## config.mk

```make
export PLATFORM = sky130hd
export DESIGN_NAME = nblc_accum
export DESIGN_NICKNAME = d
export VERILOG_FILES = /design/src/design/nblc_pkg.sv /design/src/design/nblc_accum.sv
export SDC_FILE = /design/constraint.sdc
export NUM_CORES = 1
export LEC_CHECK = 0
export ABC_AREA = 1
export CORE_AREA = 2 2 110 154
export DETAILED_ROUTE_END_ITERATION = 10
export DIE_AREA = 0 0 112 156
export DONT_BUFFER_PORTS = 1
export GPL_TIMING_DRIVEN = 1
export PLACE_DENSITY = 0.85
export SLEW_MARGIN = 10
export SYNTH_ARGS = -nofsm -noshare
export SYNTH_HDL_FRONTEND = slang
export SYNTH_SLANG_ARGS = --single-unit
```

## constraint.sdc

```tcl
create_clock -name clk -period 7.6 [get_ports clk]
set_input_delay 1.52 -clock clk [delete_from_list [all_inputs] [get_ports clk]]
set_output_delay 1.52 -clock clk [all_outputs]
set_load 0.03 [all_outputs]
```

## src/design/nblc_pkg.sv

```systemverilog
// Shared types, constants and helpers for the naive Bayes log-odds classifier.
`timescale 1ns / 1ps

package nblc_pkg;

  localparam int MAX_FEATURES = 64;
  localparam int MAX_VALUES   = 16;

  localparam int FEAT_AW   = (MAX_FEATURES > 1) ? $clog2(MAX_FEATURES) : 1;
  localparam int VAL_AW    = $clog2(MAX_VALUES);
  localparam int KIND_W    = $clog2(MAX_VALUES + 1);
  localparam int TBL_DEPTH = MAX_FEATURES * MAX_VALUES;
  localparam int TBL_AW    = $clog2(TBL_DEPTH);

  localparam int WORD_W = 32;
  localparam int FRAC_W = 16;
  localparam int PROD_W = 2 * WORD_W;
  localparam int ACC_W  = 48;
  localparam int SUM_W  = ACC_W + 1;

  // Feature kind codes; anything above KIND_CONT is a discrete value count.
  localparam logic [KIND_W-1:0] KIND_IGNORED = '0;
  localparam logic [KIND_W-1:0] KIND_CONT    = KIND_W'(1);

  typedef enum logic {
    OP_LOAD     = 1'b0,
    OP_CLASSIFY = 1'b1
  } nblc_op_t;

  typedef struct packed {
    nblc_op_t            operation;
    logic [5:0]          feature_index;
    logic [3:0]          value_index;
    logic [4:0]          value_count;
    logic signed [31:0]  weight;
    logic signed [31:0]  feature_value;
    logic                last_feature;
  } nblc_in_t;

  typedef struct packed {
    logic                class_label;
    logic signed [47:0]  logit;
    logic                index_error;
  } nblc_out_t;

  // One scored sample on its way to the accumulator; prod is Q32.32.
  typedef struct packed {
    logic                     vld;
    logic                     last;
    logic                     err;
    logic signed [PROD_W-1:0] prod;
  } nblc_term_t;

  function automatic logic [TBL_AW-1:0] tbl_addr(input logic [FEAT_AW-1:0] f,
                                                 input logic [VAL_AW-1:0]  v);
    return TBL_AW'(TBL_AW'(f) * TBL_AW'(MAX_VALUES) + TBL_AW'(v));
  endfunction

endpackage

```

## src/design/nblc_accum.sv

```systemverilog
// Bias register, saturating log-odds accumulator and result register.
`timescale 1ns / 1ps

module nblc_accum (
  input  logic                 clk,
  input  logic                 rst_n,
  input  logic                 cfg_wr_en,
  input  logic signed [31:0]   cfg_wr_data,
  input  nblc_pkg::nblc_term_t term_i,
  output logic                 term_take,
  output logic                 out_valid,
  input  logic                 out_ready,
  output nblc_pkg::nblc_out_t  out_result
);
  import nblc_pkg::*;

  logic signed [WORD_W-1:0] bias_r;
  logic signed [ACC_W-1:0]  acc_r, base, term_val, acc_sat;
  logic signed [SUM_W-1:0]  sum;
  logic                     open_r, err_r, err_nxt, out_free, out_vld_r;
  nblc_out_t                out_r;

  assign out_free  = !out_vld_r || out_ready;
  assign term_take = term_i.vld && (!term_i.last || out_free);

  always_comb begin
    base     = open_r ? acc_r : ACC_W'(bias_r);
    term_val = term_i.prod[PROD_W-1:FRAC_W];
    sum      = SUM_W'(base) + SUM_W'(term_val);
    if (sum[SUM_W-1] != sum[SUM_W-2]) begin
      acc_sat = sum[SUM_W-1] ? {1'b1, {(ACC_W-1){1'b0}}} : {1'b0, {(ACC_W-1){1'b1}}};
    end else begin
      acc_sat = sum[ACC_W-1:0];
    end
    err_nxt = (open_r && err_r) || term_i.err;
  end

  always_ff @(posedge clk) begin
    if (!rst_n) begin
      bias_r <= '0;
    end else if (cfg_wr_en) begin
      bias_r <= cfg_wr_data;
    end
  end

  always_ff @(posedge clk) begin
    if (!rst_n) begin
      acc_r  <= '0;
      open_r <= 1'b0;
      err_r  <= 1'b0;
    end else if (term_take) begin
      acc_r  <= acc_sat;
      open_r <= !term_i.last;
      err_r  <= err_nxt;
    end
  end

  always_ff @(posedge clk) begin
    if (!rst_n) begin
      out_vld_r <= 1'b0;
    end else if (out_free) begin
      out_vld_r <= term_take && term_i.last;
    end
  end

  always_ff @(posedge clk) begin
    if (term_take && term_i.last) begin
      out_r.class_label <= !acc_sat[ACC_W-1] && (acc_sat != '0);
      out_r.logit       <= acc_sat;
      out_r.index_error <= err_nxt;
    end
  end

  assign out_valid  = out_vld_r;
  assign out_result = out_r;

`ifndef NO_ASSERTIONS
  a_class_sign: assert property (@(posedge clk) disable iff (!rst_n)
    out_vld_r |-> out_r.class_label == (out_r.logit > 0))
    else $error("class label disagrees with log-odds sign");

  a_close_on_last: assert property (@(posedge clk) disable iff (!rst_n)
    $fell(open_r) |-> $past(term_take && term_i.last))
    else $error("object closed without a last sample");

  a_result_on_last: assert property (@(posedge clk) disable iff (!rst_n)
    $rose(out_vld_r) |-> $past(term_take && term_i.last))
    else $error("result appeared without a last sample");
`endif

endmodule
```

==> results.sh, run 1 <==
export IMPL_outcome="complete, no violations"
export IMPL_post_cts_resized=0
export IMPL_postCtsSetupRepairBufs=0
export IMPL_hold_ws_ns=0.495
export IMPL_num_antenna_cells=0
export IMPL_seq_area_frac_synth=0.333
export IMPL_port_buffer_count=0
export IMPL_dr_pass1_iters=7
export IMPL_synth_top_family_by_area="simple AND/OR/NAND/NOR gates"
export IMPL_yosysUniqueCellTypes=34
export IMPL_setup_viol=0
export IMPL_worstHoldPathCells=2
export IMPL_gr_total_overflow=0
export IMPL_die_x_um=112
export IMPL_place_gp_congestion=1.02
export IMPL_worstPathArrival_ns=5.79
export IMPL_reg2reg_depth=25
export IMPL_cts_max_level=4
export IMPL_muxShareOfSynthArea=0
export IMPL_root_buffer="clkbuf_16"
export IMPL_max_slew_margin_rel=0.227
export IMPL_hold_viol_final=0
export IMPL_vias=9279
export IMPL_clock_fmax_ghz=0.178
export IMPL_nets=1617
export IMPL_grt_busiest_layer="met2"
export IMPL_use_met2=0.642
export IMPL_drtIter0Drc=704
export IMPL_tightest_slew_ns=1.16
export IMPL_p_total_mw=2.59
export IMPL_fp_dieH_um=156
export IMPL_ctsLongestPathBuffers=2
export IMPL_reg2reg_from="open_r"
export IMPL_syn_to_final_growth_pct=7.08
export IMPL_grtUsageMet3=0.0559
export IMPL_io_pins=155
export IMPL_wl_per_cell_um=18.1
export IMPL_start_util=0.591
export IMPL_track_usage=0.348
export IMPL_clkTransAtPathRegs_ns=0.07
export IMPL_fin_crit_sh=0.738
export IMPL_end_kind="register"
export IMPL_p_leak_nw=5.28
export IMPL_routed_wl_um=30400
export IMPL_reg2reg_to="out_result[49]"
export IMPL_fillCellCount=1541
export IMPL_final_common_cell="nand2_1"
export IMPL_ff2ff_setup_slack_ns=1.99
export IMPL_min_from="err_r"
export IMPL_met1_usage=0.371
export IMPL_maxCapViolations=0
export IMPL_synth_edf_count=50
export IMPL_drive_above_1_share=0.0616
export IMPL_seq_area_um2=3160
export IMPL_rsz0062_at_grt="false"
export IMPL_holdPathEnd="err_r"
export IMPL_hp_class="register to register"
export IMPL_multi_input_area_um2=5290
export IMPL_grt_pass1_vias=8982
export IMPL_ir_drop_uv=227
export IMPL_rows=55
export IMPL_skew_ns=0.0120
export IMPL_timing_setup_tns_ns=0
export IMPL_insertion_delay_ns=0.44
export IMPL_drc_errors=0
export IMPL_dp_final_hpwl_um=23900
export IMPL_syn_num_nets=1637
export IMPL_synthAdderAreaFrac=0.0652
export IMPL_p_per_area_nw_per_um2=254
export IMPL_async_reset_ff_frac=0
export IMPL_slew_violations=0
export IMPL_cts_buffers=17
export IMPL_cts_tree="built"
export IMPL_via_per_inst=5.53
export IMPL_synth_avg_cell_area_um2=6.41
export IMPL_synth_xor_area_frac=0.0258
export IMPL_synth_compound_area_frac=0.150
export IMPL_crit_type="register to register"
export IMPL_ys_warn_count=0
export IMPL_fin_crit_ns=5.61
export IMPL_synth_cells=1485
export IMPL_layout_common_cells="nand2_1, inv_1, nor2_1, o21ai_0, a21oi_1"
export IMPL_die_area_um2=17500
export IMPL_grt_max_degree=79
export IMPL_antenna_found_initial=0
export IMPL_yosys_area_share_simple=0.314
export IMPL_ys_seq_elements=133
export IMPL_ctsHoldBuffers=0
export IMPL_coreArea_um2=16100
export IMPL_start_kind="register"
export IMPL_antenna_left=0
export IMPL_synthFlopType="dfxtp_1"
export IMPL_cts_sinks=133
export IMPL_crit_required_ns=7.78
export IMPL_grt_pass1_wl_um=46500
export IMPL_netlist_area_um2=9510
export IMPL_path_max_fanout=60
[synth_stat cells, types with 6 or more instances]
| master | number | area share |
|---|---|---|
| buf_2 | 7 | 0.0037 |
| nand2_2 | 15 | 0.0099 |
| a21oi_1 | 105 | 0.055 |
| nor2_1 | 173 | 0.068 |
| a21oi_2 | 6 | 0.0055 |
| nor2_2 | 13 | 0.0085 |
| nand4_1 | 21 | 0.014 |
| edfxtp_1 | 50 | 0.16 |
| inv_1 | 223 | 0.088 |
| nand2_1 | 429 | 0.17 |
| ha_1 | 48 | 0.063 |
| dfxtp_1 | 83 | 0.17 |
| nand3_1 | 57 | 0.030 |
| xor2_1 | 18 | 0.017 |
| xnor2_1 | 10 | 0.0092 |
| nor3_1 | 7 | 0.0037 |
| clkbuf_1 | 33 | 0.013 |
| o21ai_0 | 133 | 0.070 |
| o21bai_1 | 18 | 0.014 |
| inv_2 | 14 | 0.0055 |
[where the power goes]
part	internal (mW)	switching, mW
Combinational	0.240	0.584
Clock	0.464	0.346
Sequential	0.856	0.0990
[through the flow]
stage	setup slack (ns)	std cells	util	cell area, µm²
finish	1.99	1677	0.633	10200
global route	1.62	1677	0.633	10200
CTS	2.11	1677	0.633	10200
detailed placement	2.17	1645	0.597	9620
global placement	2.28	1645	0.597	9620
floorplan	3.59	1485	-	9510
[how the worst max path moves through the flow]
stage	end	cells past startpoint	slack, ns	startpoint
finish	out_result[49]	25	1.99	open_r
global route	out_result[49]	25	1.62	open_r
CTS	out_result[49]	25	2.11	open_r
detailed placement	out_result[49]	25	2.17	open_r
global placement	out_result[49]	25	2.28	open_r
floorplan	out_result[49]	24	3.59	term_i[16]
[sequential cells by signal (all words and copies together) (netlist names)]
signal,cells
out_result,50
acc_r,48
bias_r,32
err_r,1
open_r,1
out_valid,1
[worst max-delay path, stage by stage, from the launching register on]
cell and delay, ns:
dfxtp_1 0.86, inv_1 0.34, buf_4 0.38, o21ai_0 0.23
ha_1 0.28, inv_1 0.09, fa_1 0.37, inv_1 0.19
nand3_1 0.09, nand2_1 0.20, nand2_1 0.10, nand2_2 0.11
nand2_2 0.07, nand2_2 0.12, nand2_2 0.10, nand4_1 0.10
nand2_1 0.09, nand3_2 0.40, buf_4 0.41, nand3_1 0.12
nor2_1 0.14, nand2_1 0.08, nor2_1 0.14, nand2_1 0.12
nor2_1 0.11, nor2_1 0.05
[logic make-up after synthesis]
kind of cell	Yosys count
simple gates	726
buf+inv	280
compound gates	269
flops	133
fa+ha+maj	49
xor+xnor	28
[routing by layer]
layer | wire, µm | vias up
met5 | 0 | -
met4 | 1850 | 0
met3 | 1400 | 96
met2 | 15400 | 341
met1 | 11700 | 4165
li1 | - | 4677
[final cells by class]
| cell class | instances | share of cell area |
|---|---|---|
| multi-input cells | 1072 | 0.519 |
| flip-flops and latches | 133 | 0.311 |
| inverters | 237 | 0.0873 |
| clock buffers | 20 | 0.0439 |
| well taps | 199 | 0.0244 |
| clock inverters | 12 | 0.0119 |
| repair buffers | 4 | 0.00295 |
(Power assumes the default switching activity.)
==> inputs of run 2 (changes only) <==
--- a/config.mk
+++ b/config.mk
@@ -5,13 +5,13 @@
 export SDC_FILE = /design/constraint.sdc
 export NUM_CORES = 1
 export LEC_CHECK = 0
-export ABC_AREA = 1
-export CORE_AREA = 2 2 110 154
+export ABC_AREA = 0
+export CORE_AREA = 2 2 106 149
 export DETAILED_ROUTE_END_ITERATION = 10
-export DIE_AREA = 0 0 112 156
+export DIE_AREA = 0 0 108 151
 export DONT_BUFFER_PORTS = 1
 export GPL_TIMING_DRIVEN = 1
-export PLACE_DENSITY = 0.85
+export PLACE_DENSITY = 0.86
 export SLEW_MARGIN = 10
 export SYNTH_ARGS = -nofsm -noshare
 export SYNTH_HDL_FRONTEND = slang
==> constraint.sdc (replaced) <==
create_clock -name clk -period 4.8 [get_ports clk]
set_input_delay 0.96 -clock clk [delete_from_list [all_inputs] [get_ports clk]]
set_output_delay 0.96 -clock clk [all_outputs]
set_load 0.03 [all_outputs]
==> results.sh, run 2 <==
export IMPL_reg2reg_from="open_r"
export IMPL_synthFlopType="dfxtp_1"
export IMPL_p_total_mw=3.97
export IMPL_dr_pass1_iters=5
export IMPL_timing_final_ws_setup_ns=0.229
export IMPL_ir_drop_uv=239
export IMPL_worstHoldPathCells=2
export IMPL_io_pins=155
export IMPL_crit_required_ns=4.97
export IMPL_end_kind="register"
export IMPL_clock_fmax_ghz=0.219
export IMPL_fillCellCount=1254
export IMPL_slowest_stage="or4bb_1"
export IMPL_fp_dieH_um=151
export IMPL_syn_to_final_growth_pct=8.14
export IMPL_cts_buffers=17
export IMPL_routed_wl_um=23300
export IMPL_synth_common_cells="nor2_1, nand2_1, dfxtp_1, a21oi_1, edfxtp_1"
export IMPL_skew_ns=0.00912
export IMPL_outcome="complete, no violations"
export IMPL_reg2reg_to="out_result[49]"
export IMPL_final_common_cell="nor2_1"
export IMPL_yosysUniqueCellTypes=74
export IMPL_max_stage_delay_ns=0.52
export IMPL_synth_cells=987
export IMPL_path_max_fanout=14
export IMPL_ys_seq_elements=133
export IMPL_fin_cells=1173
export IMPL_p_per_area_nw_per_um2=423
export IMPL_place_gp_congestion=0.996
export IMPL_critPathCapture="out_result[49]"
export IMPL_grt_pass1_wl_um=36500
export IMPL_met1_length_um=8900
export IMPL_route_met2_wl_um=12300
export IMPL_crit_buf_inv=1
export IMPL_hold_viol_final=0
export IMPL_grt_max_degree=71
export IMPL_gr_total_overflow=0
export IMPL_cts_max_level=4
export IMPL_antenna_left=0
export IMPL_netlist_area_leader_share=0.191
export IMPL_start_util=0.582
export IMPL_num_antenna_cells=0
export IMPL_async_reset_ff_frac=0
export IMPL_hp_class="register to register"
export IMPL_grt_pass1_vias=7093
export IMPL_cts_tree="built"
export IMPL_via_per_inst=6.12
export IMPL_yosysMostFrequentCell="nor2_1"
export IMPL_wl_per_cell_um=19.9
export IMPL_die_x_um=108
export IMPL_worstPathArrival_ns=4.74
export IMPL_vias=7179
export IMPL_crit_type="register to register"
export IMPL_track_usage=0.294
export IMPL_synth_edf_count=50
export IMPL_port_buffer_count=0
export IMPL_place_ws_ns=0.218
export IMPL_max_slew_margin_rel=0.469
export IMPL_drc_errors=0
export IMPL_drtIter0Drc=439
export IMPL_ff2ff_setup_slack_ns=0.23
export IMPL_top_layer="met4"
export IMPL_insertion_delay_ns=0.43
export IMPL_largest_register_ffs=50
export IMPL_layout_common_cells="nor2_1, nand2_1, dfxtp_1, a21oi_1, edfxtp_1"
export IMPL_yosys_top_cells_area="dfxtp_1, edfxtp_1, ha_1"
export IMPL_rows=53
export IMPL_maxCapViolations=0
export IMPL_start_kind="register"
export IMPL_cp_cell_sequence="buf_4 -> mux2_2 -> ha_1 -> a21oi_1 -> o211ai_1 -> a21oi_2 -> nand2_1 -> a21boi_1 -> xor2_1 -> or4bb_1 -> nor4_1 -> nand4b_1 -> a2111oi_4 -> a21oi_1"
export IMPL_yosysTopAreaCell="dfxtp_1"
export IMPL_ctsLongestPathBuffers=2
export IMPL_postCtsSetupRepairBufs=0
export IMPL_dp_final_hpwl_um=17300
export IMPL_coreArea_um2=14900
export IMPL_crit_cells=14
export IMPL_drive_above_1_share=0.131
export IMPL_fin_crit_sh=0.952
export IMPL_tightest_slew_ns=0.796
export IMPL_ys_warn_count=0
export IMPL_cts_sinks=133
export IMPL_placed_cells=1142
export IMPL_netlist_area_um2=8680
export IMPL_root_buffer="clkbuf_16"
export IMPL_cpMostUsedCell="a21oi_1"
export IMPL_nets=1121
export IMPL_seq_area_frac_synth=0.364
export IMPL_ctsHoldBuffers=0
export IMPL_antenna_found_initial=0
export IMPL_die_area_um2=16300
export IMPL_syn_num_nets=1139
export IMPL_reg2reg_depth=14
export IMPL_p_leak_nw=3.92
export IMPL_slew_violations=0
export IMPL_synth_avg_cell_area_um2=8.80
export IMPL_utilization=0.629
export IMPL_min_from="err_r"
export IMPL_wl_met3_um=1080
export IMPL_rsz0062_at_grt="false"
export IMPL_clkTransAtPathRegs_ns=0.06
export IMPL_setup_viol=0
export IMPL_cpLargestDelayFamily="compound AO/OA/AOI/OAI gates"
export IMPL_startpoint="open_r"
export IMPL_fin_crit_ns=4.57
export IMPL_timing_setup_tns_ns=0
run 2: layout make-up:
class | instances | area (µm²) | area share
Multi-Input combinational cell | 776 | 5190 | 0.553
Sequential cell | 133 | 3160 | 0.337
Clock buffer | 22 | 475 | 0.0506
Tap cell | 192 | 240 | 0.0256
Timing Repair Buffer | 16 | 120 | 0.0128
Clock inverter | 9 | 101 | 0.0108
Inverter | 25 | 93.8 | 0.00999
run 2: logic make-up after synthesis:
| kind of cell | share of synthesized area |
|---|---|
| compound gates | 0.169 |
| xor+xnor | 0.0483 |
| fa+ha+maj | 0.109 |
| buf+inv | 0.0395 |
| flops | 0.364 |
| mux | 0.0783 |
| simple gates | 0.191 |
run 2: how the worst min path moves through the flow:
stage / slack [ns] / endpoint
after floorplan: 0.43 / acc_r[0]
after global placement: 0.44 / err_r
after detailed placement: 0.45 / err_r
after CTS: 0.46 / err_r
after global routing: 0.48 / acc_r[44]
final: 0.46 / err_r
run 2: per-layer routing:
layer	up-vias	GRT usage
met5	-	0
met2	235	0.528
met1	3389	0.320
met4	0	0.159
li1	3488	-
met3	67	0.0611
run 2: metrics by stage:
step / instance area (µm²) / hold slack (ns)
floorplan: 8680 / 0.433
global placement: 8810 / 0.443
detailed placement: 8810 / 0.452
CTS: 9390 / 0.459
global route: 9390 / 0.480
finish: 9390 / 0.457
run 2: worst reg2reg max path: cells and delay by family, from the launching register on:
| kind | cells | cell delay, ns |
|---|---|---|
| mux | 1 | 0.37 |
| fa+ha+maj | 1 | 0.36 |
| simple gates | 4 | 1.23 |
| compound gates | 6 | 1.29 |
| flops | 1 | 0.50 |
| buf+inv | 1 | 0.29 |
| xor+xnor | 1 | 0.26 |
run 2: power breakdown:
| group | switching (mW) | internal (mW) |
|---|---|---|
| Clock | 0.494 | 0.800 |
| Combinational | 0.711 | 0.452 |
| Sequential | 0.164 | 1.35 |
| Total | 1.37 | 2.60 |
run 2: what timing repair did:
item                       in CTS  in global routing
setup endpoints to repair       0                  2
hold endpoints to repair        0                  0
gates resized for setup         0                  1
==> inputs of run 3 (changes only) <==
--- a/config.mk
+++ b/config.mk
@@ -11,6 +11,7 @@
 export DIE_AREA = 0 0 108 151
 export DONT_BUFFER_PORTS = 1
 export GPL_TIMING_DRIVEN = 1
+export MAX_ROUTING_LAYER = met4
 export PLACE_DENSITY = 0.86
 export SLEW_MARGIN = 10
 export SYNTH_ARGS = -nofsm -noshare
==> results.sh, run 3 (synthesis gave the netlist of run 2 again) <==
export IMPL_postPlaceCellArea_um2=8810
export IMPL_grt_pass1_vias=7282
export IMPL_track_usage=0.307
export IMPL_pwr_share_clk=0.336
export IMPL_path_max_fanout=14
export IMPL_timing_setup_tns_ns=0
export IMPL_power_switching_mw=1.42
export IMPL_rows=53
export IMPL_skew_ns=0.0148
export IMPL_grt_pass1_wl_um=37500
export IMPL_final_common_cell="nor2_1"
export IMPL_dr_pass1_iters=5
export IMPL_dp_final_hpwl_um=17400
export IMPL_p_leak_nw=3.94
export IMPL_fp_dieH_um=151
export IMPL_p_per_area_nw_per_um2=429
export IMPL_root_buffer="clkbuf_16"
export IMPL_reg2reg_depth=14
export IMPL_crit_type="register to register"
export IMPL_syn_to_final_growth_pct=8.93
export IMPL_swShare=0.349
export IMPL_via_per_inst=6.21
export IMPL_outcome="complete, no violations"
export IMPL_rsz0062_at_grt="false"
export IMPL_hp_class="register to register"
export IMPL_layout_common_cells="nor2_1, nand2_1, dfxtp_1, a21oi_1, edfxtp_1"
export IMPL_insertion_delay_ns=0.44
export IMPL_routed_wl_um=23700
export IMPL_end_kind="register"
export IMPL_p_seq_frac=0.372
export IMPL_startpoint="open_r"
export IMPL_die_x_um=108
export IMPL_design_area_um2=9460
export IMPL_crit_required_ns=4.97
export IMPL_vias=7309
export IMPL_clkTransAtPathRegs_ns=0.06
export IMPL_coreArea_um2=14900
export IMPL_largest_register_ffs=50
export IMPL_nets=1124
export IMPL_cpMostUsedCell="a21oi_1"
export IMPL_hold_viol_final=0
export IMPL_gr_total_overflow=0
export IMPL_cts_buffers=17
export IMPL_antenna_left=0
export IMPL_worstHoldPathCells=2
export IMPL_slowest_stage="dfxtp_2"
export IMPL_tightest_slew_ns=1.06
export IMPL_start_kind="register"
export IMPL_utilization=0.634
export IMPL_place_gp_congestion=1.02
export IMPL_combPwrFrac=0.292
export IMPL_wl_per_cell_um=20.1
export IMPL_setup_viol=0
export IMPL_io_pins=155
export IMPL_ir_drop_uv=301
export IMPL_slew_violations=0
export IMPL_start_util=0.582
export IMPL_cts_sinks=133
export IMPL_reg2reg_to="out_result[49]"
export IMPL_num_antenna_cells=0
export IMPL_worstPathArrival_ns=4.71
export IMPL_p_int_mw=2.64
export IMPL_cts_max_level=4
export IMPL_grt_max_degree=71
export IMPL_cp_cell_sequence="buf_4 -> mux2_2 -> ha_1 -> a21oi_1 -> o21ai_0 -> o21ai_0 -> a21oi_2 -> o31a_4 -> a31oi_4 -> xor2_1 -> a21oi_1 -> o32a_1 -> a2111oi_4 -> a21oi_1"
export IMPL_max_slew_margin_rel=0.291
export IMPL_cts_tree="built"
export IMPL_holdPathEnd="err_r"
export IMPL_ctsLongestPathBuffers=2
export IMPL_fin_crit_ns=4.55
export IMPL_reg2reg_from="open_r"
export IMPL_antenna_found_initial=0
export IMPL_clock_fmax_ghz=0.220
export IMPL_max_stage_delay_ns=0.48
export IMPL_hold_ws_ns=0.456
export IMPL_fin_crit_sh=0.947
export IMPL_port_buffer_count=0
export IMPL_die_area_um2=16300
export IMPL_drc_errors=0
export IMPL_min_from="err_r"
export IMPL_ff2ff_setup_slack_ns=0.25
export IMPL_drtIter0Drc=412
export IMPL_maxCapViolations=0
export IMPL_drive_above_1_share=0.139
==> run 3: worst max-delay path by stage <==
stage / endpoint / slack (ns) / depth (start not counted)
2_1_floorplan: out_result[49] / 0.73 / 17
5_1_grt: out_result[49] / 0.01 / 14
4_1_cts: out_result[49] / 0.12 / 14
3_5_place_dp: out_result[49] / 0.16 / 14
3_3_place_gp: out_result[49] / 0.24 / 14
6_report: out_result[49] / 0.25 / 14
==> run 3: timing repair <==
item | 4_1_cts | 5_1_grt
endpoints found under the setup margin | 0 | 27
hold buffers | 0 | 0
hold endpoints to repair | 0 | 0
setup buffers | 0 | 3
resized for setup | 0 | 3
==> run 3: critical path: cells and delay by family (launching register included) <==
kind                       cells  cell delay (ns)
DFF                            1             0.48
xor gates and xnor gates       1             0.32
adders and majority gates      1             0.37
muxes                          1             0.36
buffers and inverters          1             0.29
AOI/OAI and AO/OA             10             2.45
==> run 3: metal layers <==
layer / vias up / part of all wire / routed length (µm) / GRT usage
met2: 267 / 0.51 / 12100 / 0.521
met1: 3459 / 0.38 / 8960 / 0.332
met3: 90 / 0.046 / 1080 / 0.0525
li1: 3493 / - / - / -
met5: - / 0 / 0 / -
met4: 0 / 0.064 / 1510 / 0.193
==> run 3: power by group through the flow <==
stage	Combinational (mW)	Sequential, mW	Clock (mW)
floorplan	0.906	1.51	0
global placement	1.13	1.53	0
detailed placement	1.15	1.53	0
CTS	1.16	1.51	1.37
global route	1.30	1.52	1.41
finish	1.19	1.51	1.36
==> run 3: through the flow <==
step / instances / setup WS (ns) / power (mW)
floorplan: 987 / 0.730 / 2.41
detailed placement: 1142 / 0.160 / 2.68
finish: 1177 / 0.255 / 4.06
global placement: 1142 / 0.244 / 2.66
global route: 1177 / 0.0116 / 4.23
CTS: 1174 / 0.125 / 4.04
==> run 3: area by class of cell <==
cell class | count | area [µm²]
Tap cell | 192 | 240
Sequential cell | 133 | 3160
Multi-Input combinational cell | 776 | 5200
Fill cell | 1262 | 5460
Clock buffer | 18 | 439
Inverter | 25 | 93.8
Clock inverter | 14 | 175
Timing Repair Buffer | 19 | 143
